`config.mk`:
```
export PLATFORM = sky130hd
export DESIGN_NAME = sine_tone_synth_with_envelope_top_flat
export DESIGN_NICKNAME = d
export VERILOG_FILES = /design/src/rtl/stse_pkg.sv /design/src/rtl/stse_ifs.sv /design/src/rtl/sine_tone_synth_with_envelope_top.sv /design/src/flat_wrapper.sv
export SDC_FILE = /design/constraint.sdc
export NUM_CORES = 1
export LEC_CHECK = 0
export BUFFER_PORTS_ARGS = -buffer_cell sky130_fd_sc_hd__buf_2
export CAP_MARGIN = 20
export CORE_MARGIN = 5
export CORE_UTILIZATION = 49
export DETAILED_ROUTE_END_ITERATION = 8
export PLACE_DENSITY = 0.65
export SYNTH_ARGS = -nofsm -noshare
export SYNTH_HDL_FRONTEND = slang
export SYNTH_SLANG_ARGS = --single-unit
```
`constraint.sdc`:
```
create_clock -name clk_i -period 6.5 [get_ports clk_i]
set_input_delay 0.975 -clock clk_i [delete_from_list [all_inputs] [get_ports clk_i]]
set_output_delay 0.975 -clock clk_i [all_outputs]
set_load 0.01 [all_outputs]
```
`src/rtl/stse_pkg.sv`:
```
// Shared types, constants and sine table generator for the sine tone synthesizer.
package stse_pkg;

  localparam int unsigned TABLE_DEPTH_DEF = 256;
  localparam int unsigned DUTY_BITS_DEF   = 10;

  localparam int unsigned CMD_W      = 2;
  localparam int unsigned PHASE_W    = 32;
  localparam int unsigned ENV_W      = 8;
  localparam int unsigned CFG_IDX_W  = 2;
  localparam int unsigned CFG_DATA_W = 16;

  // x/255 == (x * RECIP_255) >> RECIP_SHIFT, exact for x below 2^31/127
  localparam int unsigned        RECIP_W     = 24;
  localparam int unsigned        RECIP_SHIFT = 31;
  localparam logic [RECIP_W-1:0] RECIP_255   = 24'd8421505;

  localparam logic [63:0] HALF_PI_Q30 = 64'd1686629713;
  localparam logic [63:0] ONE_Q30     = 64'd1 << 30;

  typedef enum logic [CMD_W-1:0] {
    CMD_SAMPLE = 2'd0,
    CMD_ENV    = 2'd1,
    CMD_STEP   = 2'd2
  } cmd_e;

  typedef enum logic [CFG_IDX_W-1:0] {
    CFG_RISE     = 2'd0,
    CFG_FALL     = 2'd1,
    CFG_DUTY_MAX = 2'd2
  } cfg_idx_e;

  // sin(pi/2 * r / 2^lg) in Q30, Taylor series
  function automatic logic [63:0] quarter_sine(int unsigned r, int unsigned lg);
    logic [63:0] x;
    logic [63:0] x2;
    logic [63:0] term;
    logic [63:0] t;
    logic [63:0] plus;
    logic [63:0] minus;
    x     = (64'(r) * HALF_PI_Q30) >> lg;
    x2    = (x * x) >> 30;
    term  = x;
    plus  = '0;
    minus = '0;
    for (int n = 0; n < 20; n++) begin
      if (term != '0) begin
        if (n % 2 == 1) minus = minus + term;
        else            plus  = plus + term;
        t = (term * x2) >> 30;
        case (n)
          0:  term = t / 64'd6;
          1:  term = t / 64'd20;
          2:  term = t / 64'd42;
          3:  term = t / 64'd72;
          4:  term = t / 64'd110;
          5:  term = t / 64'd156;
          6:  term = t / 64'd210;
          7:  term = t / 64'd272;
          8:  term = t / 64'd342;
          9:  term = t / 64'd420;
          10: term = t / 64'd506;
          11: term = t / 64'd600;
          12: term = t / 64'd702;
          13: term = t / 64'd812;
          14: term = t / 64'd930;
          15: term = t / 64'd1056;
          16: term = t / 64'd1190;
          17: term = t / 64'd1332;
          18: term = t / 64'd1482;
          19: term = t / 64'd1640;
          default: term = '0;
        endcase
      end
    end
    if (minus >= plus) return '0;
    plus = plus - minus;
    return (plus > ONE_Q30) ? ONE_Q30 : plus;
  endfunction

  // round(mid + (mid-1)*sin(2*pi*i/2^lg)) for a table of 2^lg entries
  function automatic logic [15:0] sine_entry(int unsigned i, int unsigned lg,
                                             int unsigned dbits);
    int unsigned a;
    int unsigned quad;
    int unsigned r;
    logic [63:0] s;
    logic [63:0] mid;
    logic [63:0] mag;
    a    = 4 * i;
    quad = a >> lg;
    r    = a & ((1 << lg) - 1);
    s    = (quad % 2 == 1) ? quarter_sine((1 << lg) - r, lg) : quarter_sine(r, lg);
    mid  = 64'd1 << (dbits - 1);
    mag  = (s * (mid - 64'd1) + (ONE_Q30 >> 1)) >> 30;
    return (quad >= 2) ? 16'(mid - mag) : 16'(mid + mag);
  endfunction

endpackage

```
`src/rtl/stse_ifs.sv`:
```
// Valid/ready channel interfaces: command input, duty output, register writes.
interface stse_in_if;
  import stse_pkg::*;
  logic               valid;
  logic               ready;
  logic [CMD_W-1:0]   cmd;
  logic [PHASE_W-1:0] phase_step;
  modport source (output valid, cmd, phase_step, input ready);
  modport sink   (input valid, cmd, phase_step, output ready);
endinterface

interface stse_out_if #(
  parameter int unsigned DUTY_BITS = stse_pkg::DUTY_BITS_DEF
);
  import stse_pkg::*;
  logic                 valid;
  logic                 ready;
  logic [DUTY_BITS-1:0] duty;
  logic [ENV_W-1:0]     envelope_level;
  logic                 active;
  modport source (output valid, duty, envelope_level, active, input ready);
  modport sink   (input valid, duty, envelope_level, active, output ready);
endinterface

interface stse_cfg_if;
  import stse_pkg::*;
  logic                  valid;
  logic                  ready;
  logic [CFG_IDX_W-1:0]  index;
  logic [CFG_DATA_W-1:0] data;
  modport source (output valid, index, data, input ready);
  modport sink   (input valid, index, data, output ready);
endinterface

```
`src/rtl/sine_tone_synth_with_envelope_top.sv`:
```
// Sine tone synthesizer with attack/release envelope, producing PWM duty values.
// Takes one command item per clock unless back-pressure from the output fills every stage.
// Envelope and set-step commands act in the cycle they are accepted and return nothing.
// A sample tick passes four register stages on its way to the output: synchronous sine
// table read, magnitude-by-envelope multiply, reciprocal multiply for the divide by
// 255, then clamp into the output register.
// The stages advance independently, so commands keep flowing while a result waits
// at the output as long as an empty stage remains. TABLE_DEPTH must be a power of
// two; the table is indexed by the top log2(TABLE_DEPTH) phase bits. No clearing
// pass after reset.
module sine_tone_synth_with_envelope_top #(
  parameter int unsigned TABLE_DEPTH = stse_pkg::TABLE_DEPTH_DEF,
  parameter int unsigned DUTY_BITS   = stse_pkg::DUTY_BITS_DEF
) (
  input  logic      clk_i,
  input  logic      rst_ni,
  stse_in_if.sink   in_i,
  stse_out_if.source out_o,
  stse_cfg_if.sink  cfg_i
);
  import stse_pkg::*;

  localparam int unsigned IDX_W  = $clog2(TABLE_DEPTH);
  localparam int unsigned MAG_W  = DUTY_BITS - 1;
  localparam int unsigned PROD_W = MAG_W + ENV_W;
  localparam int unsigned SCL_W  = PROD_W + RECIP_W;
  localparam logic [DUTY_BITS-1:0] DUTY_MID = {1'b1, {(DUTY_BITS-1){1'b0}}};

  typedef logic [DUTY_BITS-1:0] rom_t [TABLE_DEPTH];

  function automatic rom_t build_rom();
    rom_t        rom;
    logic [15:0] e;
    for (int i = 0; i < TABLE_DEPTH; i++) begin
      e      = sine_entry(int'(i), IDX_W, DUTY_BITS);
      rom[i] = e[DUTY_BITS-1:0];
    end
    return rom;
  endfunction

  localparam rom_t SINE_ROM = build_rom();

  // architectural state and registers
  logic [PHASE_W-1:0]   phase_q, phase_d;
  logic [PHASE_W-1:0]   step_q, step_d;
  logic [ENV_W-1:0]     env_q, env_d;
  logic                 live_q, live_d;
  logic [ENV_W-1:0]     rise_q, fall_q;
  logic [DUTY_BITS-1:0] duty_max_q;

  // pipeline
  logic                 s1_valid_q, s2_valid_q, s3_valid_q, out_valid_q;
  logic [DUTY_BITS-1:0] s1_rom_q;
  logic [ENV_W-1:0]     s1_env_q, s2_env_q, s3_env_q, out_env_q;
  logic                 s2_neg_q, s3_neg_q;
  logic [PROD_W-1:0]    s2_prod_q;
  logic [MAG_W-1:0]     s3_sc_q;
  logic [DUTY_BITS-1:0] out_duty_q;

  logic out_free, s3_free, s2_free, s1_free;
  logic in_acc, sample_acc;
  cmd_e cmd;

  assign out_free = !out_valid_q || out_o.ready;
  assign s3_free  = !s3_valid_q || out_free;
  assign s2_free  = !s2_valid_q || s3_free;
  assign s1_free  = !s1_valid_q || s2_free;

  assign in_i.ready = s1_free;
  assign cmd        = cmd_e'(in_i.cmd);
  assign in_acc     = in_i.valid && s1_free;
  assign sample_acc = in_acc && (cmd == CMD_SAMPLE);

  // envelope ramps
  logic [ENV_W:0]   env_sum;
  logic [ENV_W-1:0] env_up, env_dn;
  assign env_sum = {1'b0, env_q} + {1'b0, rise_q};
  assign env_up  = env_sum[ENV_W] ? {ENV_W{1'b1}} : env_sum[ENV_W-1:0];
  assign env_dn  = (env_q > fall_q) ? env_q - fall_q : '0;

  always_comb begin
    phase_d = phase_q;
    step_d  = step_q;
    env_d   = env_q;
    live_d  = live_q;
    if (in_acc) begin
      case (cmd)
        CMD_SAMPLE: begin
          if (env_q == '0) begin
            phase_d = '0;
            live_d  = 1'b0;
          end else begin
            phase_d = phase_q + step_q;
          end
        end
        CMD_ENV: begin
          env_d = (step_q != '0) ? env_up : env_dn;
        end
        CMD_STEP: begin
          step_d = in_i.phase_step;
          if (in_i.phase_step != '0) begin
            if (!live_q) begin
              phase_d = '0;
              live_d  = 1'b1;
            end
          end else begin
            live_d = 1'b0;
          end
        end
        default: ;
      endcase
    end
  end

  always_ff @(posedge clk_i or negedge rst_ni) begin
    if (!rst_ni) begin
      phase_q <= '0;
      step_q  <= '0;
      env_q   <= '0;
      live_q  <= 1'b0;
    end else begin
      phase_q <= phase_d;
      step_q  <= step_d;
      env_q   <= env_d;
      live_q  <= live_d;
    end
  end

  // register writes
  assign cfg_i.ready = 1'b1;

  always_ff @(posedge clk_i or negedge rst_ni) begin
    if (!rst_ni) begin
      rise_q     <= 8'd1;
      fall_q     <= 8'd1;
      duty_max_q <= '1;
    end else if (cfg_i.valid) begin
      case (cfg_idx_e'(cfg_i.index))
        CFG_RISE:     rise_q     <= cfg_i.data[ENV_W-1:0];
        CFG_FALL:     fall_q     <= cfg_i.data[ENV_W-1:0];
        CFG_DUTY_MAX: duty_max_q <= cfg_i.data[DUTY_BITS-1:0];
        default: ;
      endcase
    end
  end

  // stage 1 -> 2: deviation from mid scale times envelope
  logic                 rom_hi;
  logic [DUTY_BITS-1:0] mag_full;
  logic [PROD_W-1:0]    prod_d;
  assign rom_hi   = s1_rom_q >= DUTY_MID;
  assign mag_full = rom_hi ? s1_rom_q - DUTY_MID : DUTY_MID - s1_rom_q;
  assign prod_d   = PROD_W'(mag_full[MAG_W-1:0]) * PROD_W'(s1_env_q);

  // stage 2 -> 3: divide by 255 through the reciprocal
  logic [SCL_W-1:0] scaled;
  assign scaled = SCL_W'(s2_prod_q) * SCL_W'(RECIP_255);

  // stage 3 -> out: apply sign, clamp; silent samples bypass the clamp
  logic [DUTY_BITS-1:0] duty_raw, duty_clamp, duty_d;
  assign duty_raw   = s3_neg_q ? DUTY_MID - DUTY_BITS'(s3_sc_q)
                               : DUTY_MID + DUTY_BITS'(s3_sc_q);
  assign duty_clamp = (duty_raw > duty_max_q) ? duty_max_q : duty_raw;
  assign duty_d     = (s3_env_q == '0) ? DUTY_MID : duty_clamp;

  always_ff @(posedge clk_i or negedge rst_ni) begin
    if (!rst_ni) begin
      s1_valid_q  <= 1'b0;
      s2_valid_q  <= 1'b0;
      s3_valid_q  <= 1'b0;
      out_valid_q <= 1'b0;
    end else begin
      if (s1_free)  s1_valid_q  <= sample_acc;
      if (s2_free)  s2_valid_q  <= s1_valid_q;
      if (s3_free)  s3_valid_q  <= s2_valid_q;
      if (out_free) out_valid_q <= s3_valid_q;
    end
  end

  always_ff @(posedge clk_i) begin
    if (sample_acc) begin
      s1_rom_q <= SINE_ROM[phase_q[PHASE_W-1 -: IDX_W]];
      s1_env_q <= env_q;
    end
    if (s1_valid_q && s2_free) begin
      s2_prod_q <= prod_d;
      s2_neg_q  <= !rom_hi;
      s2_env_q  <= s1_env_q;
    end
    if (s2_valid_q && s3_free) begin
      s3_sc_q  <= scaled[RECIP_SHIFT +: MAG_W];
      s3_neg_q <= s2_neg_q;
      s3_env_q <= s2_env_q;
    end
    if (s3_valid_q && out_free) begin
      out_duty_q <= duty_d;
      out_env_q  <= s3_env_q;
    end
  end

  assign out_o.valid          = out_valid_q;
  assign out_o.duty           = out_duty_q;
  assign out_o.envelope_level = out_env_q;
  assign out_o.active         = out_env_q != '0;

endmodule

```
`src/flat_wrapper.sv`:
```
// flat-port wrapper written by rule: the top's interface ports become plain ports
module sine_tone_synth_with_envelope_top_flat import stse_pkg::*;
#(
  parameter int unsigned TABLE_DEPTH = stse_pkg::TABLE_DEPTH_DEF,
  parameter int unsigned DUTY_BITS   = stse_pkg::DUTY_BITS_DEF
)
  (clk_i, rst_ni, in_i_valid, in_i_cmd, in_i_phase_step, in_i_ready, out_o_valid, out_o_duty, out_o_envelope_level, out_o_active, out_o_ready, cfg_i_valid, cfg_i_index, cfg_i_data, cfg_i_ready);
  stse_in_if in_i_i ();
  stse_out_if #(.DUTY_BITS(DUTY_BITS)) out_o_i ();
  stse_cfg_if cfg_i_i ();
  input  logic clk_i;
  input  logic rst_ni;
  input wire logic [$bits(in_i_i.valid)-1:0] in_i_valid;
  input wire logic [$bits(in_i_i.cmd)-1:0] in_i_cmd;
  input wire logic [$bits(in_i_i.phase_step)-1:0] in_i_phase_step;
  output wire logic [$bits(in_i_i.ready)-1:0] in_i_ready;
  output wire logic [$bits(out_o_i.valid)-1:0] out_o_valid;
  output wire logic [$bits(out_o_i.duty)-1:0] out_o_duty;
  output wire logic [$bits(out_o_i.envelope_level)-1:0] out_o_envelope_level;
  output wire logic [$bits(out_o_i.active)-1:0] out_o_active;
  input wire logic [$bits(out_o_i.ready)-1:0] out_o_ready;
  input wire logic [$bits(cfg_i_i.valid)-1:0] cfg_i_valid;
  input wire logic [$bits(cfg_i_i.index)-1:0] cfg_i_index;
  input wire logic [$bits(cfg_i_i.data)-1:0] cfg_i_data;
  output wire logic [$bits(cfg_i_i.ready)-1:0] cfg_i_ready;
  assign in_i_i.valid = in_i_valid;
  assign in_i_i.cmd = in_i_cmd;
  assign in_i_i.phase_step = in_i_phase_step;
  assign in_i_ready = in_i_i.ready;
  assign out_o_valid = out_o_i.valid;
  assign out_o_duty = out_o_i.duty;
  assign out_o_envelope_level = out_o_i.envelope_level;
  assign out_o_active = out_o_i.active;
  assign out_o_i.ready = out_o_ready;
  assign cfg_i_i.valid = cfg_i_valid;
  assign cfg_i_i.index = cfg_i_index;
  assign cfg_i_i.data = cfg_i_data;
  assign cfg_i_ready = cfg_i_i.ready;
  sine_tone_synth_with_envelope_top #(.TABLE_DEPTH(TABLE_DEPTH), .DUTY_BITS(DUTY_BITS)) u_core (.clk_i(clk_i), .rst_ni(rst_ni), .in_i(in_i_i), .out_o(out_o_i), .cfg_i(cfg_i_i));
endmodule
```
==> impl_summary.txt <==
----------------------------------------------------
[Placed design]
  Area of placed instances ... 16230 sq um
  Final weighted congestion in routability-driven placement ... 0.9078
  HPWL after detailed placement ... 27240 microns
  PortBufs ... 71

[Timing]
  Slew at the pin closest to its max-slew limit ... 1006 ps
  Max transition margin ... 0.3256
  Setup repair after global routing missed its margin ... false
  Count of final hold-check violations ... 0
  Number of slew-limit violations in the final report ... 0
  Final critical-path share of the clock period ... 0.9055
  Setup-failing EPs final ... 0
  F_max ... 169.9 MHz
  Fin Setup TNS ... 0 ps
  Post-route minimum period ... 5886 ps
  Final worst clock skew ... 6.431 ps
  Tightest hold margin ... 420.7 ps

[Floorplanning]
  CORE AREA ... 31390 sq um
  Num ports ... 79
  Effective utilization at floorplan ... 0.4947
  Chip Height ... 188.0 microns
  Die outline width ... 188.0 microns
  Standard-cell row count ... 65
  Die footprint ... 35360 sq um

[Worst setup path]
  Critical path peak fanout ... 10
  Number of cells on the worst reg-to-reg path ... 19
  Crit end category ... flop
  Critical path class ... reg -> reg
  Required time of the critical path ... 6670 ps
  R2R Path End ... u_core.s2_prod_q[15]
  Sort of element at the start of the critical path ... flop
  Reg2Reg Launch Point ... u_core.s1_rom_q[0]
  Data arrival at the endpoint of the critical path ... 6060 ps
  R2R Setup Slk ... 610 ps

[Clock tree]
  Clock sink count ... 183
  CTS Buf Count ... 17
  Latest clock arrival within the worst-skew pair ... 440 ps
  Number of hold buffers added after CTS ... 0
  H-Tree Level Count ... 4
  Clock root buffer ... sky130_fd_sc_hd__clkbuf_16
  CTS tree ... built
  Clock slew at reported path FFs ... 70 ps
  Number of buffers between clock root and the deepest sink ... 2
  Post-cts gate resize count ... 0
  Post-CTS setup repair buffer count ... 0

[Logic synthesis]
  Xor and xnor area share after synthesis ... 0.03666
  Synthesized instance count ... 1621
  Fraction of registers with async set/reset ... 0.5628
  EDFF count, synth ... 80
  Main combinational cell family by area after synthesis ... adder cells
  Post-Synth Simple-Gate Area ... 0.1444
  Post-synth net total ... 1914
  Cells taking the most area after synthesis ... sky130_fd_sc_hd__edfxtp_1 15%, sky130_fd_sc_hd__ha_1 15%, sky130_fd_sc_hd__dfrtp_1 15%
  Count of unique library cells instantiated by Yosys ... 85
  Yosys top cell area share ... 0.1547
  Number of storage elements in the synthesis netlist ... 183
  Most used DFF post-synth ... sky130_fd_sc_hd__dfrtp_1
  Per-instance average area after synthesis ... 9.581 sq um
  Share of synthesized area spent on multiplexers ... 0.05575
  Total standard cell area after synthesis ... 15530 sq um
  Syn. warnings ... 0
  Complex-gate fraction of the synthesized area ... 0.1772
  Post-synth top area cell ... sky130_fd_sc_hd__edfxtp_1
  Share of synthesized area occupied by flip-flops and latches ... 0.3216
  Synth Area in Adders ... 0.2133

[Worst hold path]
  Number of instances on the worst hold path ... 0
  Origin of the worst min-delay path ... u_core.s2_env_q[5]
  Hold/Removal Path Class ... reg -> reg
  Terminating pin of the worst hold path ... u_core.s3_env_q[5]

[Global routing]
  Total Routing Usage GR ... 0.2086
  Maximum number of pins on one net before global-route repair ... 82
  Global-route wire length before repair ... 61610 microns
  Initial antenna violation count ... 1
  Vias in the first global route ... 12.23k
  Total global routing overflow ... 0

[Cells and area]
  Number of nets at the end of the flow ... 1947
  Most used cells in the layout excluding fill and tap cells ... 188 x sky130_fd_sc_hd__ha_1, 126 x sky130_fd_sc_hd__inv_1, 111 x sky130_fd_sc_hd__nor2_1
  Synthesis-to-layout area growth ... 8.668%
  Cell area after layout ... 16880 sq um
  N_diodes ... 0
  Final Util ... 0.5376
  Leading cell type in the layout, fill and taps excluded ... sky130_fd_sc_hd__ha_1
  Fraction of layout instances using a drive strength above 1 ... 0.1332

[Routing]
  Post-detailed-route wirelength per cell ... 17.59 microns
  Detailed Route WL ... 36400 microns
  Antenna-violating nets left ... 0
  # DRC ... 0
  Via count ... 12.13k
  Average via count per standard cell ... 5.861
  Pre-antenna DRT Iters ... 5
  DRC violation total after the first TritonRoute iteration ... 823

[Power]
  Peak supply drop ... 0.3586 mV
  Pwr/cell area ... 548.1 nW/um^2
  Leak ... 7.436 nW

[Outcome]
  Run status ... finished, final reports clean

[Job]
  Maximum Capacitance Violations ... 0

----------------------------------------------------
[cells by family (layout without fill, tap and decap cells)]
family	Yosys count	in the layout
AO/OA/AOI/OAI	416	416
XOR/XNOR	65	65
adder cells (fa/ha/maj)	236	236
buffers and inverters	204	250
flip-flops	183	183
multiplexers	73	73
other	1	1
AND/OR/NAND/NOR	443	443
[worst max-delay path: stages (launching register included)]
cell and delay [ps]:
sky130_fd_sc_hd__edfxtp_1 510, sky130_fd_sc_hd__nor3_1 360, sky130_fd_sc_hd__a21oi_1 140, sky130_fd_sc_hd__xnor2_1 620, sky130_fd_sc_hd__nand2b_1 210, sky130_fd_sc_hd__fa_1 430
sky130_fd_sc_hd__fa_1 490, sky130_fd_sc_hd__inv_1 50, sky130_fd_sc_hd__fa_1 520, sky130_fd_sc_hd__inv_1 50, sky130_fd_sc_hd__fa_1 520, sky130_fd_sc_hd__inv_1 40
sky130_fd_sc_hd__ha_1 320, sky130_fd_sc_hd__a21boi_0 150, sky130_fd_sc_hd__o21ai_0 220, sky130_fd_sc_hd__a21boi_0 150, sky130_fd_sc_hd__o21ai_0 220, sky130_fd_sc_hd__a21oi_1 120
sky130_fd_sc_hd__o41ai_1 370, sky130_fd_sc_hd__xnor2_1 120
[how the worst max path moves through the flow]
stage                        from                   end  slack (ps)  cells after the start
3_3_place_gp   u_core.s1_rom_q[0]  u_core.s2_prod_q[15]         770                     19
5_1_grt        u_core.s1_rom_q[0]  u_core.s2_prod_q[15]         190                     19
3_5_place_dp   u_core.s1_rom_q[0]  u_core.s2_prod_q[15]         610                     19
6_report       u_core.s1_rom_q[0]  u_core.s2_prod_q[15]         610                     19
4_1_cts        u_core.s1_rom_q[0]  u_core.s2_prod_q[15]         610                     19
2_1_floorplan  u_core.s1_rom_q[0]  u_core.s2_prod_q[15]        1220                     22
[Yosys cell counts, drive strengths merged, types with 8 or more instances]
master and n:
ha 188, inv 126, nor2 111, a21oi 107
o21ai 100, nand2 97, dfrtp 91, edfxtp 80
nor2b 59, mux2 58, clkbuf 53, fa 48
xnor2 48, nor3 35, a21o 30, a211oi 27
a22o 27, and2 25, nand2b 25, buf 23
nor4 22, a31oi 19, nand3 19, nand4 18
xor2 17, o211ai 14, dfstp 12, a21boi 11
mux2i 10, o21bai 10, o21a 8
[layer usage]
layer | vias to the layer above | track usage | share of wire
met5 | - | 0 | 0.00036
met4 | 2 | 0.06409 | 0.024
met3 | 62 | 0.03518 | 0.050
met2 | 327 | 0.3475 | 0.48
met1 | 5808 | 0.2797 | 0.45
li1 | 5927 | - | -
[registers in the layout (all words and copies together) (netlist names), 9 cells and up]
register	cells
u_core.duty_max_q	10
u_core.out_o.duty	10
u_core.phase_q	32
u_core.s1_rom_q	10
u_core.s2_prod_q	17
u_core.s3_sc_q	9
u_core.step_q	32
[through the flow]
| step | cells | total power [mW] | worst slack [ps] |
|---|---|---|---|
| after floorplan | 1621 | 6.744 | 1222 |
| after global placement | 2036 | 7.966 | 773.7 |
| after detailed placement | 2036 | 8.111 | 613.3 |
| after CTS | 2068 | 9.256 | 610.5 |
| after global routing | 2069 | 10.23 | 187.8 |
| final | 2069 | 9.251 | 614.4 |
[power by group]
group | switching (mW) | internal [mW] | total [mW]
sequential | 0.349 | 1.67 | 2.02
clock | 0.465 | 0.616 | 1.08
combinational | 3.52 | 2.64 | 6.15
total | 4.33 | 4.92 | 9.25
[area by class of cell]
cell class	instances	area (sq um)
clock buffers	17	425.4
clock inverters	15	191.4
fillers	2820	14520
inverters	128	480.5
multi-input cells	1234	9758
flip-flops and latches	183	4999
well taps	402	503.0
repair buffers	90	520.5
(Power assumes the default switching activity.)
